<file path="config.mk">
export PLATFORM = sky130hd
export DESIGN_NAME = utf16_to_utf8_transcoder_unit
export DESIGN_NICKNAME = d
export VERILOG_FILES = /design/src/utt_pkg.sv /design/src/utt_front.sv /design/src/utt_queue.sv /design/src/utt_back.sv /design/src/utf16_to_utf8_transcoder_unit.sv
export VERILOG_INCLUDE_DIRS = /design/src /design/src/src
export SDC_FILE = /design/constraint.sdc
export NUM_CORES = 1
export LEC_CHECK = 0
export BUFFER_PORTS_ARGS = -buffer_cell sky130_fd_sc_hd__buf_2
export CAP_MARGIN = 0
export CORE_ASPECT_RATIO = 1.4
export CORE_MARGIN = 2
export CORE_UTILIZATION = 55
export DETAILED_ROUTE_END_ITERATION = 8
export GPL_ROUTABILITY_DRIVEN = 0
export PLACE_DENSITY = 0.73
export SKIP_LAST_GASP = 1
export SLEW_MARGIN = 40
export SYNTH_ARGS = -nofsm -noshare
export SYNTH_HDL_FRONTEND = slang
export SYNTH_SLANG_ARGS = --single-unit
</file>
<file path="constraint.sdc">
create_clock -name clk -period 5.15 [get_ports clk]
set_input_delay 0.2575 -clock clk [delete_from_list [all_inputs] [get_ports clk]]
set_output_delay 0.2575 -clock clk [all_outputs]
set_load 0.1 [all_outputs]
</file>
<file path="src/utf16_to_utf8_transcoder_unit_assert.svh">
// assertion macros used by the transcoder top-level rtl
`ifndef UTF16_TO_UTF8_TRANSCODER_UNIT_ASSERT_SVH
`define UTF16_TO_UTF8_TRANSCODER_UNIT_ASSERT_SVH

// same-cycle implication
`define UTT_ASSERT_IMP(lbl, ante, cons, msg) \
  lbl: assert property (@(posedge clk) disable iff (!rst_n) (ante) |-> (cons)) \
    else $error(msg);

// next-cycle implication
`define UTT_ASSERT_NXT(lbl, ante, cons, msg) \
  lbl: assert property (@(posedge clk) disable iff (!rst_n) (ante) |=> (cons)) \
    else $error(msg);

`endif

</file>
<file path="src/utt_pkg.sv">
package utt_pkg;

  localparam int QDEPTH = 4;
  localparam int QAW    = $clog2(QDEPTH);

  localparam logic [20:0] REPL_CP   = 21'h00fffd;
  localparam logic [20:0] SUPP_BASE = 21'h010000;

  localparam logic [7:0] LEAD2 = 8'hc0;
  localparam logic [7:0] LEAD3 = 8'he0;
  localparam logic [7:0] LEAD4 = 8'hf0;
  localparam logic [7:0] CONT  = 8'h80;

  // one queue entry: optional replacement char, then optional code point
  typedef struct packed {
    logic        pre_fffd;
    logic        has_cp;
    logic [20:0] cp;
  } job_t;

  // number of utf-8 bytes minus one
  function automatic logic [1:0] cp_len(input logic [20:0] cp);
    logic [1:0] l;
    if (cp <= 21'h00007f) begin
      l = 2'd0;
    end else if (cp <= 21'h0007ff) begin
      l = 2'd1;
    end else if (cp <= 21'h00ffff) begin
      l = 2'd2;
    end else begin
      l = 2'd3;
    end
    return l;
  endfunction

  function automatic logic [7:0] enc_byte(input logic [20:0] cp, input logic [1:0] lm1,
                                          input logic [1:0] idx);
    logic [7:0] b;
    logic [7:0] c0;
    logic [7:0] c1;
    logic [7:0] c2;
    c0 = CONT | {2'b00, cp[5:0]};
    c1 = CONT | {2'b00, cp[11:6]};
    c2 = CONT | {2'b00, cp[17:12]};
    case (lm1)
      2'd0: b = {1'b0, cp[6:0]};
      2'd1: b = (idx == 2'd0) ? (LEAD2 | {3'b000, cp[10:6]}) : c0;
      2'd2: begin
        case (idx)
          2'd0:    b = LEAD3 | {4'b0000, cp[15:12]};
          2'd1:    b = c1;
          default: b = c0;
        endcase
      end
      default: begin
        case (idx)
          2'd0:    b = LEAD4 | {5'b00000, cp[20:18]};
          2'd1:    b = c2;
          2'd2:    b = c1;
          default: b = c0;
        endcase
      end
    endcase
    return b;
  endfunction

endpackage

</file>
<file path="src/utt_front.sv">
module utt_front import utt_pkg::*; (
  input  logic        clk,
  input  logic        rst_n,
  input  logic        accept,
  input  logic [15:0] code_unit,
  input  logic        eos,
  output logic        push,
  output job_t        job
);

  logic [9:0] pend_high_r, pend_high_nxt;
  logic       pend_valid_r, pend_valid_nxt;
  logic       term_r, term_nxt;
  logic       is_high, is_low;

  assign is_high = code_unit inside {[16'hd800:16'hdbff]};
  assign is_low  = code_unit inside {[16'hdc00:16'hdfff]};

  always_comb begin
    job            = '0;
    pend_high_nxt  = pend_high_r;
    pend_valid_nxt = pend_valid_r;
    term_nxt       = term_r;
    if (!term_r) begin
      if (pend_valid_r && is_low) begin
        job.has_cp     = 1'b1;
        job.cp         = SUPP_BASE + {1'b0, pend_high_r, code_unit[9:0]};
        pend_valid_nxt = 1'b0;
        pend_high_nxt  = '0;
      end else begin
        // unpaired held high surrogate
        job.pre_fffd   = pend_valid_r;
        pend_valid_nxt = 1'b0;
        pend_high_nxt  = '0;
        if (code_unit == 16'h0000) begin
          term_nxt = 1'b1;
        end else if (is_high) begin
          if (eos) begin
            job.has_cp = 1'b1;
            job.cp     = REPL_CP;
          end else begin
            pend_high_nxt  = code_unit[9:0];
            pend_valid_nxt = 1'b1;
          end
        end else if (is_low) begin
          job.has_cp = 1'b1;
          job.cp     = REPL_CP;
        end else begin
          job.has_cp = 1'b1;
          job.cp     = {5'b00000, code_unit};
        end
      end
    end
    if (eos) begin
      pend_valid_nxt = 1'b0;
      pend_high_nxt  = '0;
      term_nxt       = 1'b0;
    end
  end

  assign push = accept && (job.pre_fffd || job.has_cp);

  always_ff @(posedge clk) begin
    if (!rst_n) begin
      pend_high_r  <= '0;
      pend_valid_r <= 1'b0;
      term_r       <= 1'b0;
    end else if (accept) begin
      pend_high_r  <= pend_high_nxt;
      pend_valid_r <= pend_valid_nxt;
      term_r       <= term_nxt;
    end
  end

endmodule

</file>
<file path="src/utt_queue.sv">
module utt_queue import utt_pkg::*; (
  input  logic clk,
  input  logic rst_n,
  input  logic push,
  input  job_t push_job,
  input  logic pop,
  output job_t head,
  output logic empty,
  output logic full
);

  job_t             mem [QDEPTH];
  logic [QAW-1:0]   wr_ptr_r, rd_ptr_r;
  logic [QAW:0]     cnt_r;

  assign empty = (cnt_r == '0);
  assign full  = (cnt_r == QDEPTH[QAW:0]);
  assign head  = mem[rd_ptr_r];

  always_ff @(posedge clk) begin
    if (push) begin
      mem[wr_ptr_r] <= push_job;
    end
  end

  always_ff @(posedge clk) begin
    if (!rst_n) begin
      wr_ptr_r <= '0;
      rd_ptr_r <= '0;
      cnt_r    <= '0;
    end else begin
      if (push) begin
        wr_ptr_r <= wr_ptr_r + 1'b1;
      end
      if (pop) begin
        rd_ptr_r <= rd_ptr_r + 1'b1;
      end
      if (push && !pop) begin
        cnt_r <= cnt_r + 1'b1;
      end else if (pop && !push) begin
        cnt_r <= cnt_r - 1'b1;
      end
    end
  end

endmodule

</file>
<file path="src/utt_back.sv">
module utt_back import utt_pkg::*; (
  input  logic       clk,
  input  logic       rst_n,
  input  job_t       head,
  input  logic       q_empty,
  output logic       pop,
  output logic       out_valid,
  input  logic       out_stall,
  output logic [7:0] out_byte,
  output logic       out_last_byte
);

  logic       phase_r;   // 0: replacement prefix, 1: code point
  logic [1:0] idx_r;
  logic       out_valid_r;
  logic [7:0] out_byte_r;
  logic       out_last_r;

  logic        sel_fffd;
  logic [20:0] cur_cp;
  logic [1:0]  lm1;
  logic [7:0]  cur_byte;
  logic        seg_end, job_end, load;

  assign sel_fffd = head.pre_fffd && !phase_r;
  assign cur_cp   = sel_fffd ? REPL_CP : head.cp;
  assign lm1      = cp_len(cur_cp);
  assign cur_byte = enc_byte(cur_cp, lm1, idx_r);
  assign seg_end  = (idx_r == lm1);
  assign job_end  = seg_end && (!sel_fffd || !head.has_cp);
  assign load     = !q_empty && (!out_valid_r || !out_stall);
  assign pop      = load && job_end;

  always_ff @(posedge clk) begin
    if (load) begin
      out_byte_r <= cur_byte;
      out_last_r <= job_end;
    end
  end

  always_ff @(posedge clk) begin
    if (!rst_n) begin
      out_valid_r <= 1'b0;
      phase_r     <= 1'b0;
      idx_r       <= '0;
    end else begin
      if (load) begin
        out_valid_r <= 1'b1;
      end else if (!out_stall) begin
        out_valid_r <= 1'b0;
      end
      if (load) begin
        if (job_end) begin
          phase_r <= 1'b0;
          idx_r   <= '0;
        end else if (seg_end) begin
          phase_r <= 1'b1;
          idx_r   <= '0;
        end else begin
          idx_r <= idx_r + 1'b1;
        end
      end
    end
  end

  assign out_valid     = out_valid_r;
  assign out_byte      = out_byte_r;
  assign out_last_byte = out_last_r;

endmodule

</file>
<file path="src/utf16_to_utf8_transcoder_unit.sv">
// utf-16 to utf-8 transcoder: takes one utf-16 code unit per item and emits the utf-8
// bytes one per cycle, while bytes are waiting and out_stall is low, on a byte-wide
// output, with out_last_byte on the final byte an item caused. an item makes one byte
// for ascii, two or three for other bmp units, four for a surrogate pair, and up to
// six when an unpaired high surrogate is flushed as u+fffd ahead of a new unit. items
// that make no bytes (a held high surrogate, a terminating zero and what follows it)
// are not queued. a four-entry queue between the classifier and the byte serializer
// absorbs bursts; when the queue is empty, the first byte of an item passes through
// the queue entry and then the output register before it is on the output.
`include "utf16_to_utf8_transcoder_unit_assert.svh"

module utf16_to_utf8_transcoder_unit import utt_pkg::*; (
  input  logic        clk,
  input  logic        rst_n,
  input  logic        in_valid,
  output logic        in_stall,
  input  logic [15:0] in_code_unit,
  input  logic        in_end_of_string,
  output logic        out_valid,
  input  logic        out_stall,
  output logic [7:0]  out_byte,
  output logic        out_last_byte
);

  logic accept;
  logic q_push, q_pop, q_empty, q_full;
  job_t push_job, head;

  assign in_stall = q_full;
  assign accept   = in_valid && !q_full;

  utt_front u_front (
    .clk       (clk),
    .rst_n     (rst_n),
    .accept    (accept),
    .code_unit (in_code_unit),
    .eos       (in_end_of_string),
    .push      (q_push),
    .job       (push_job)
  );

  utt_queue u_queue (
    .clk      (clk),
    .rst_n    (rst_n),
    .push     (q_push),
    .push_job (push_job),
    .pop      (q_pop),
    .head     (head),
    .empty    (q_empty),
    .full     (q_full)
  );

  utt_back u_back (
    .clk           (clk),
    .rst_n         (rst_n),
    .head          (head),
    .q_empty       (q_empty),
    .pop           (q_pop),
    .out_valid     (out_valid),
    .out_stall     (out_stall),
    .out_byte      (out_byte),
    .out_last_byte (out_last_byte)
  );

  `UTT_ASSERT_IMP(a_no_overflow, q_full, !q_push, "item pushed into a full queue")
  `UTT_ASSERT_NXT(a_pop_last, q_pop, out_valid && out_last_byte, "job retired without last byte")
  `UTT_ASSERT_NXT(a_push_seen, q_push && q_empty, !q_empty, "pushed item lost in queue")

endmodule
</file>
==> results, run 1 <==
- The flow ran to the end, and the final reports show no timing, DRC or antenna violations.
- The met3 routed wirelength is ~570 um.
- The category of the most critical setup path is flip-flop to flip-flop.
- Global routing used between 20 and 25% of the available tracks.
- The count of antenna diodes in the layout is 0.
- The worst clock skew is about 7.5 ps.
- The net count after synthesis is 464.
- The filler cells instantiated in the layout total ~780.
- By instance count, the leading cell after synthesis is edfxtp_1.
- The path class of the tightest hold or removal check is input port to flip-flop.
- In this run the power density over the cells is about 540 nW/um^2.
- After clock tree synthesis, the flow added hold-fix buffers numbering 0.
- The non-filler instance count after layout is ~620.
- After detailed routing, the number of remaining DRC violations is 0.
- The H-tree level count is 4.
- The max-cap violation count is 0.
- The number of global-route vias before repair is approximately 4000.
- The highest signal layer in the routed design is met4.
- STA classifies the critical path startpoint as a flip-flop.
- The deepest clock path buffer count is 2.
- The die height is ~130 um.
- The routed design could run at a clock period as short as 4340 ps.
- In this run, the number of DRC markers left after iteration 0 of detailed routing was 213.
- Setup repair after global routing left no endpoint under its margin.
- The die area is about 11000 sq um.
- The final antenna-violating net count is 0.
- The design internal power is ~2300 uW.
- The detail-routed via count per cell is between 6 and 7.
- The slew of the pin with the lowest slew margin is 765 ps.
- The number of max-slew violations in the final report is 0.
- Post-CTS timing repair inserted 0 buffers for setup.
- The worst-case IR drop observed on VDD is ~300 uV.
- The required arrival time at the worst endpoint is about 5500 ps.
- The CTS tree is built.
- The CTS buffer count is 17.
- Net switching is ~36% of the power.
- The leakage power total is around 0.0023 uW.
- Dividing the detail-routed wire length by the instance count gives approximately 20 um.
- Wires add up to about 12000 um.
- After detailed placement, the design holds a cell count of between 500 and 600.
- The commonest cells after synthesis are edfxtp_1, nand2_1, dfxtp_1.
- The core region is 10300 sq um.
- The proportion of layout cells with a drive suffix above 1 is between 20 and 25%.
- The clock reaches the later pin of the worst-skew pair after a little over 400 ps.
- Of the total synthesized cell area, the portion taken by XOR and XNOR cells is under 10%.
- The simple-gate share of the synthesized area is around 12%.
- The part of the power in the clock network is 32.4%.
- The endpoint class of the critical path is a flip-flop.
- For this design, the sink count on the clock tree is 126.
- Across all register-to-register paths, the minimum setup slack is between 800 and 900 ps.
- The effective utilization at floorplan is a little under three fifths.
- The cell type with the highest aggregate area in the netlist is edfxtp_1.
- Entering global routing, the biggest net connects 28 pins.
- The boundary pin count is 32.
- The synthesized area is between 5000 and 6000 sq um.
- The post-cts sizing count is 0.
- For this design the total switching power over the nets is between 1000 and 1500 uW.
- In the detailed route, the total length drawn on met2 is about 6600 um.
- The worst register-to-register path ends at u_queue.cnt_r[2].
- The beginning of the worst hold path is out_stall.
- The adder and majority gate portion of the synthesized area is 2.70%.
- The most used flip-flop cell after synthesis is edfxtp_1.
- In this run, distinct cell masters in the synthesized netlist total 56.
- After layout, the worst path uses 84.2% of the clock period.
- The floorplan die width is 91.1 um.
- The total negative slack for setup checks is 0 ps.
- Across all layers, the routed design uses approximately 3900 vias.
- Of the post-synthesis cell area, the part taken by muxes is between 9 and 10%.
- The share of the synthesized area in compound gates (AO/OA/AOI/OAI) is between 10% and 20%.
- For this run, the number of Yosys warnings is 0.
- Setup violations remaining at the end of the flow were counted as 0.
- For this run, asynchronously set or reset flops after synthesis account for 0%.
- The average instance in the mapped netlist occupies between 10 and 15 sq um.
- The worst hold path terminates at u_back.out_valid.
- Of all nets on the critical path, the largest fanout is 14.
- The detailed-placement wirelength estimate is ~8300 um.
- The area overhead of the layout relative to synthesis is 15.5%.
- The number of antenna violations at the first check in global routing is 0.
- Timing would allow up to around 0.23 GHz.
- The first global-routing pass estimated ~20000 um of wire.
- The number of port buffers is 31.
- After the last flow step, the layout net total stands at 501.
- After synthesis, the largest family of logic cells by area is simple AND/OR/NAND/NOR gates.
- The total routed wire length on the met1 layer is a little under 5000 um.
- Summing the sequential cell areas from Yosys gives between 60% and 70% of the chip area.
- The clock edge transition at the registers on the reported setup and hold paths is approximately 60 ps.
- The number of cells on the worst reg-to-reg path is 14.
- The fraction of post-synthesis cell area in the top cell type by area is 52.0%.
- The number of iterations in the first detailed-routing pass is 5.
- The worst hold path stage count is 3.
- Sorting the synthesized cells by area gives the leading types as edfxtp_1, dfxtp_1, mux4_2, ha_1, nand2_1.
- Registers are responsible for between 30% and 40% of the overall power.
- The final-report hold violation count came to 0.
- The row count is 44.
- The worst pin sits at a relative slew slack of 48.8%.
- The number of synthesized flops with an enable pin is about 100.
- The end-of-flow core utilization is 65.1%.
- After technology mapping, the gate count stands at 431.
- Clock tree synthesis selected as its root buffer the cell clkbuf_16.
- The final global-route overflow total is 0.
- The data arrival time of the critical path is approximately 4700 ps.
- In this run, synthesis produced a sequential element count of roughly 130.
- The power share of the combinational group is between 30 and 40%.
## sequential cells by signal, summed over array words and instances, names as in the netlist, named ones only
name and cells:
u_back.idx_r 2, u_back.out_byte 8, u_back.out_last_byte 1, u_back.out_valid 1, u_back.phase_r 1, u_front.pend_high_r 10, u_front.pend_valid_r 1, u_front.term_r 1
u_queue.cnt_r 3, u_queue.mem 92, u_queue.rd_ptr_r 2, u_queue.wr_ptr_r 2
## stage by stage
| step | worst slack (ps) | instance area (sq um) | hold slack (ps) | power, uW |
|---|---|---|---|---|
| 3_3_place_gp | 973 | 6130 | 463 | 2440 |
| 2_1_floorplan | 1030 | 5840 | 411 | 2230 |
| 5_1_grt | 488 | 6740 | 141 | 3780 |
| 4_1_cts | 774 | 6740 | 111 | 3640 |
| 3_5_place_dp | 806 | 6140 | 479 | 2460 |
| 6_report | 813 | 6740 | 122 | 3630 |
## layer usage
layer | GRT usage [%] | vias to the layer above
met5 | 0 | -
met2 | 40.3 | 162
met4 | 11.0 | 0
met1 | 26.2 | 1907
met3 | 5.98 | 46
li1 | - | 1744
## cell families (layout without fill, tap and decap cells)
logic type	count (synthesis)	after routing
AND/OR/NAND/NOR	132	132
AO/OA/AOI/OAI	89	89
XOR/XNOR	7	7
buffers and inverters	36	86
multiplexers	29	29
flip-flops	126	126
adder cells (fa/ha/maj)	12	12
## cell usage in the layout (no fill, tap or decap), drive strengths merged, types with 5 or more instances in the layout
master  instances
nor4            8
nor3            8
ha             11
edfxtp        101
or3             7
mux4           22
and2            8
a22o            5
mux2i           7
buf            39
o21ai          19
clkbuf         21
nor2           24
nor2b          14
a22oi          14
dfxtp          25
nand2          32
nand3          14
nand2b          7
xnor2           5
o21a           10
inv            17
a21oi          10
## worst max-delay path by stage
| stage | end | slack [ps] | start |
|---|---|---|---|
| 2_1_floorplan | u_queue.cnt_r[2] | 1030 | u_queue.cnt_r[0] |
| 3_3_place_gp | u_queue.cnt_r[2] | 970 | flip-flop |
| 3_5_place_dp | u_queue.cnt_r[2] | 810 | flip-flop |
| 4_1_cts | u_queue.cnt_r[2] | 770 | flip-flop |
| 5_1_grt | u_queue.cnt_r[2] | 490 | flip-flop |
| 6_report | u_queue.cnt_r[2] | 810 | flip-flop |
## power groups by stage
stage	combinational, uW	sequential [uW]	clock [uW]
floorplan	616	1610	0
global placement	1090	1350	0
detailed placement	1100	1360	0
CTS	1110	1340	1190
global route	1210	1350	1220
finish	1120	1340	1180
## worst max-delay path, stage by stage (launching register included)
cell and delay (ps):
dfxtp_1 470, buf_4 350, mux4_2 570, or4_4 440
nor4_4 400, o21ai_2 270, xnor2_2 340, nor4_4 80
inv_1 70, ha_1 170, inv_1 70, fa_1 380
xor2_1 180, or3_1 300, a21boi_0 190
## final cells by class
cell class | instances | area [sq um] | share of cell area, %
clock buffers | 21 | 493 | 7.32
clock inverters | 11 | 105 | 1.56
inverters | 15 | 56.3 | 0.835
multi-input cells | 269 | 2160 | 32.1
flip-flops and latches | 126 | 3530 | 52.4
well taps | 138 | 173 | 2.56
repair buffers | 39 | 215 | 3.19
Note: power is estimated with default switching activity, not from simulation.
==> run 2, diff against run 1 <==
--- a/config.mk
+++ b/config.mk
@@ -13,7 +13,7 @@
 export CORE_UTILIZATION = 55
 export DETAILED_ROUTE_END_ITERATION = 8
 export GPL_ROUTABILITY_DRIVEN = 0
-export PLACE_DENSITY = 0.73
+export PLACE_DENSITY = 0.76
 export SKIP_LAST_GASP = 1
 export SLEW_MARGIN = 40
 export SYNTH_ARGS = -nofsm -noshare
==> constraint.sdc (replaced) <==
create_clock -name clk -period 3.6 [get_ports clk]
set_input_delay 0.18 -clock clk [delete_from_list [all_inputs] [get_ports clk]]
set_output_delay 0.18 -clock clk [all_outputs]
set_load 0.1 [all_outputs]
==> run 2 against run 1 <==
- the flow now finishes with violations (setup timing)
- clock-buffer cell count shrank 2
- design area grew 7.8%
- sequential power grew 44%
- utilization grew 5.1 points
- die area is the same
- clock power grew 59%
- fmax grew 19%
- combinational power grew 66%
- register-to-register slack lost 840 ps
- via count grew 7.3%
- setup slack lost 840 ps
- critical endpoint unchanged
==> results, run 2 (synthesis gave the netlist of run 1 again) <==
- The run finished, with violations left.
- The checks that failed: setup timing.
- The sort of element at the start of the critical path is a flip-flop.
- The final period utilization is 101%.
- The total number of vias is about 4100.
- The area overhead of the layout relative to synthesis is 24.5%.
- The wire length per cell after detailed routing is approximately 21 um.
- The count of antenna diodes in the layout is 0.
- The final number of setup-violating endpoints is 1.
- In the final design database the tool counted ~550 nets.
- The total DRC errors in the routed layout is 0.
- The final global-route overflow total is 0.
- The final-report hold violation count is 0.
- The root buffer cell is clkbuf_16.
- Once detail routing completed, the nets flagged for antenna violations numbered 0.
- The CTS buffer count is 17.
- The power density over the cells is about 800 nW/um^2.
- The effective utilization at floorplan is a little under three fifths.
- IR analysis of the VDD net gives a maximum drop of 476 uV.
- The number of max-slew violations in the final report was 0.
- The critical path is of the flip-flop to flip-flop type.
- Global routing used about 25% of the available tracks across all layers.
- During I/O placement, the number of pins put on the boundary was 32.
- The clock latency at the later pin of the worst-skew pair is 420 ps.
- The path class of the lowest-slack min-delay path is input port to flip-flop.
- The worst hold path endpoint is u_back.out_valid.
- The register with the most flip-flops is u_queue.mem.
- Once layout is done, the placed cells without fillers occupy 7260 sq um.
- The final critical delay including setup and external delays is 3630 ps.
- The total area inside the core boundary comes to between 10000 and 15000 sq um.
- The floorplan die width is between 90 and 100 um.
- The detailed-placement wirelength estimate is 8600 um.
- The worst hold path stage count is 3.
- Using the TritonRoute via totals, the vias-per-cell ratio works out to between 6 and 7.
- Along the worst path, the maximum fanout reaches 4.
- Setup repair after global routing could not meet its margin everywhere.
- The overall power of the completed layout is about 5700 uW.
- The proportion of layout cells with a drive suffix above 1 is a little under a third.
- The worst-case reg-to-reg path depth is 16.
- The required arrival time at the worst endpoint is between 3000 and 4000 ps.
- The maximum achievable frequency is between 0.2 and 0.3 GHz.
- Entering global routing, the biggest net connects 28 pins.
- In the global route stage, met3 resource usage came out at roughly 5.3%.
- In the post-route analysis, the smallest setup slack over all paths is -30.4 ps.
- The number of global-route vias before repair is between 4000 and 5000.
- OpenSTA, run right after detailed placement, puts the worst setup slack at -92.7 ps.
- The beginning of the worst hold path is out_stall.
- The H-tree level count is 4.
- The data arrival time of the critical path is around 4000 ps.
- The number of antenna violations at the first check in global routing is 0.
- Summing all placed instances gives a cell area of around 6400 sq um.
- The max-cap violation count is 0.
- The longest clock path from root to sink contains 2 buffers.
- The clock edge transition at the registers on the reported setup and hold paths is 60 ps.
- Summed over all cells, the static leakage comes to about 0.0026 uW.
- The first global-routing pass estimated approximately 22000 um of wire.
- Clock skew on the completed layout was measured at 10.7 ps.
- In this run the critical register-to-register path is captured at u_queue.cnt_r[2].
- The setup check on the worst reg-to-reg path leaves a slack of -30 ps.
- After the first detailed-routing iteration, the DRC count stood at ~270.
- The busiest layer in global routing is met2.
- The die area is about 11000 sq um.
- The total negative slack for setup checks is -30.4 ps.
- The slew of the pin with the lowest slew margin is 715 ps.
- For met1 alone, demand over resource in global routing was between 30 and 40%.
- For this block, the routed nets add up to about 14000 um of wire.
- Leaving out fill and tap cells, the most frequent cell in the layout is edfxtp_1.
- The die is 126 um tall.
- The register with the most flip-flops in the layout has roughly 90 of them.
- The max-slew headroom at the worst pin is between 50% and 60%.
- The number of clock sinks is around 130.
- TritonCTS built the clock tree.
- Global routing consumed, on the met2 layer, a little over two fifths of the routing resources.
- The floorplan has between 40 and 50 rows.
- The endpoint class of the critical path is a flip-flop.
- The number of iterations in the first detailed-routing pass is 5.
- In the layout the commonest cells are edfxtp_1, buf_4, nand2_1, buf_2.
- The number of port buffers is 31.
==> run 2: changes by cell type in the layout (fill, tap and decap cells not counted), moves of 2 or more <==
cell / delta
buf_6: +3
and2_2: -2
xnor2_2: -2
o21ai_2: -2
inv_2: +2
o21ai_4: +2
buf_12: +2
buf_4: +39
inv_1: -2
clkbuf_16: -2
and2_1: +2
xnor2_4: +2
bufinv_16: +4
==> run 2: worst max path at each step <==
stage	start	to	slack (ps)
CTS	flip-flop	u_queue.cnt_r[2]	7
finish	flip-flop	u_queue.cnt_r[2]	-30
detailed placement	flip-flop	u_queue.cnt_r[2]	-90
global route	flip-flop	u_queue.cnt_r[2]	-170
floorplan	flip-flop	u_queue.cnt_r[2]	-110
global placement	flip-flop	u_queue.cnt_r[2]	5
==> run 2: report_power, final <==
group	internal, uW	switching [uW]
logic	636	1220
clock network	1250	631
registers	1830	99.7
==> run 2: routing by layer <==
layer,wire length [um],up-vias,share of wire [%]
met5,0,-,0
met4,610,0,4.4
met3,898,56,6.4
met2,7360,228,53
met1,5100,2028,37
li1,-,1830,-
==> run 2: layout make-up <==
| cell class | count | area, sq um |
|---|---|---|
| sequential | 126 | 3540 |
| fill | 697 | 3090 |
| multi-input combinational | 269 | 2220 |
| timing repair buffer | 85 | 624 |
| clock buffer | 19 | 443 |
| clock inverter | 13 | 211 |
| tap | 138 | 173 |
| inverter | 15 | 56.3 |
==> run 2: through the flow <==
stage / std cells / hold WS [ps] / utilization, %
finish: 665 / 66.7 / 70.2
global route: 665 / 83.9 / 70.2
CTS: 653 / 60.9 / 68.8
detailed placement: 616 / 481 / 61.7
global placement: 616 / 451 / 61.7
floorplan: 431 / 334 / -
==> run 2: critical path: stages (launching register included) <==
cell      delay, ps
dfxtp_4         400
buf_6           130
buf_6            90
mux4_2          490
or4_4           560
nor4_4          140
buf_4           180
a21boi_4         80
xnor2_4         140
nor4_4          340
inv_2            80
ha_4            170
inv_2            50
fa_2            190
xor2_1           70
or3_1           310
a21boi_1        130
==> run 2: what timing repair did <==
item / in CTS / in global routing
pin swaps: 6 / 10
hold endpoints to repair: 0 / 0
resized for setup: 4 / 9
hold buffers: 0 / 0
setup endpoints to repair: 2 / 2
cloned: 1 / 0
buffers inserted: 4 / 12
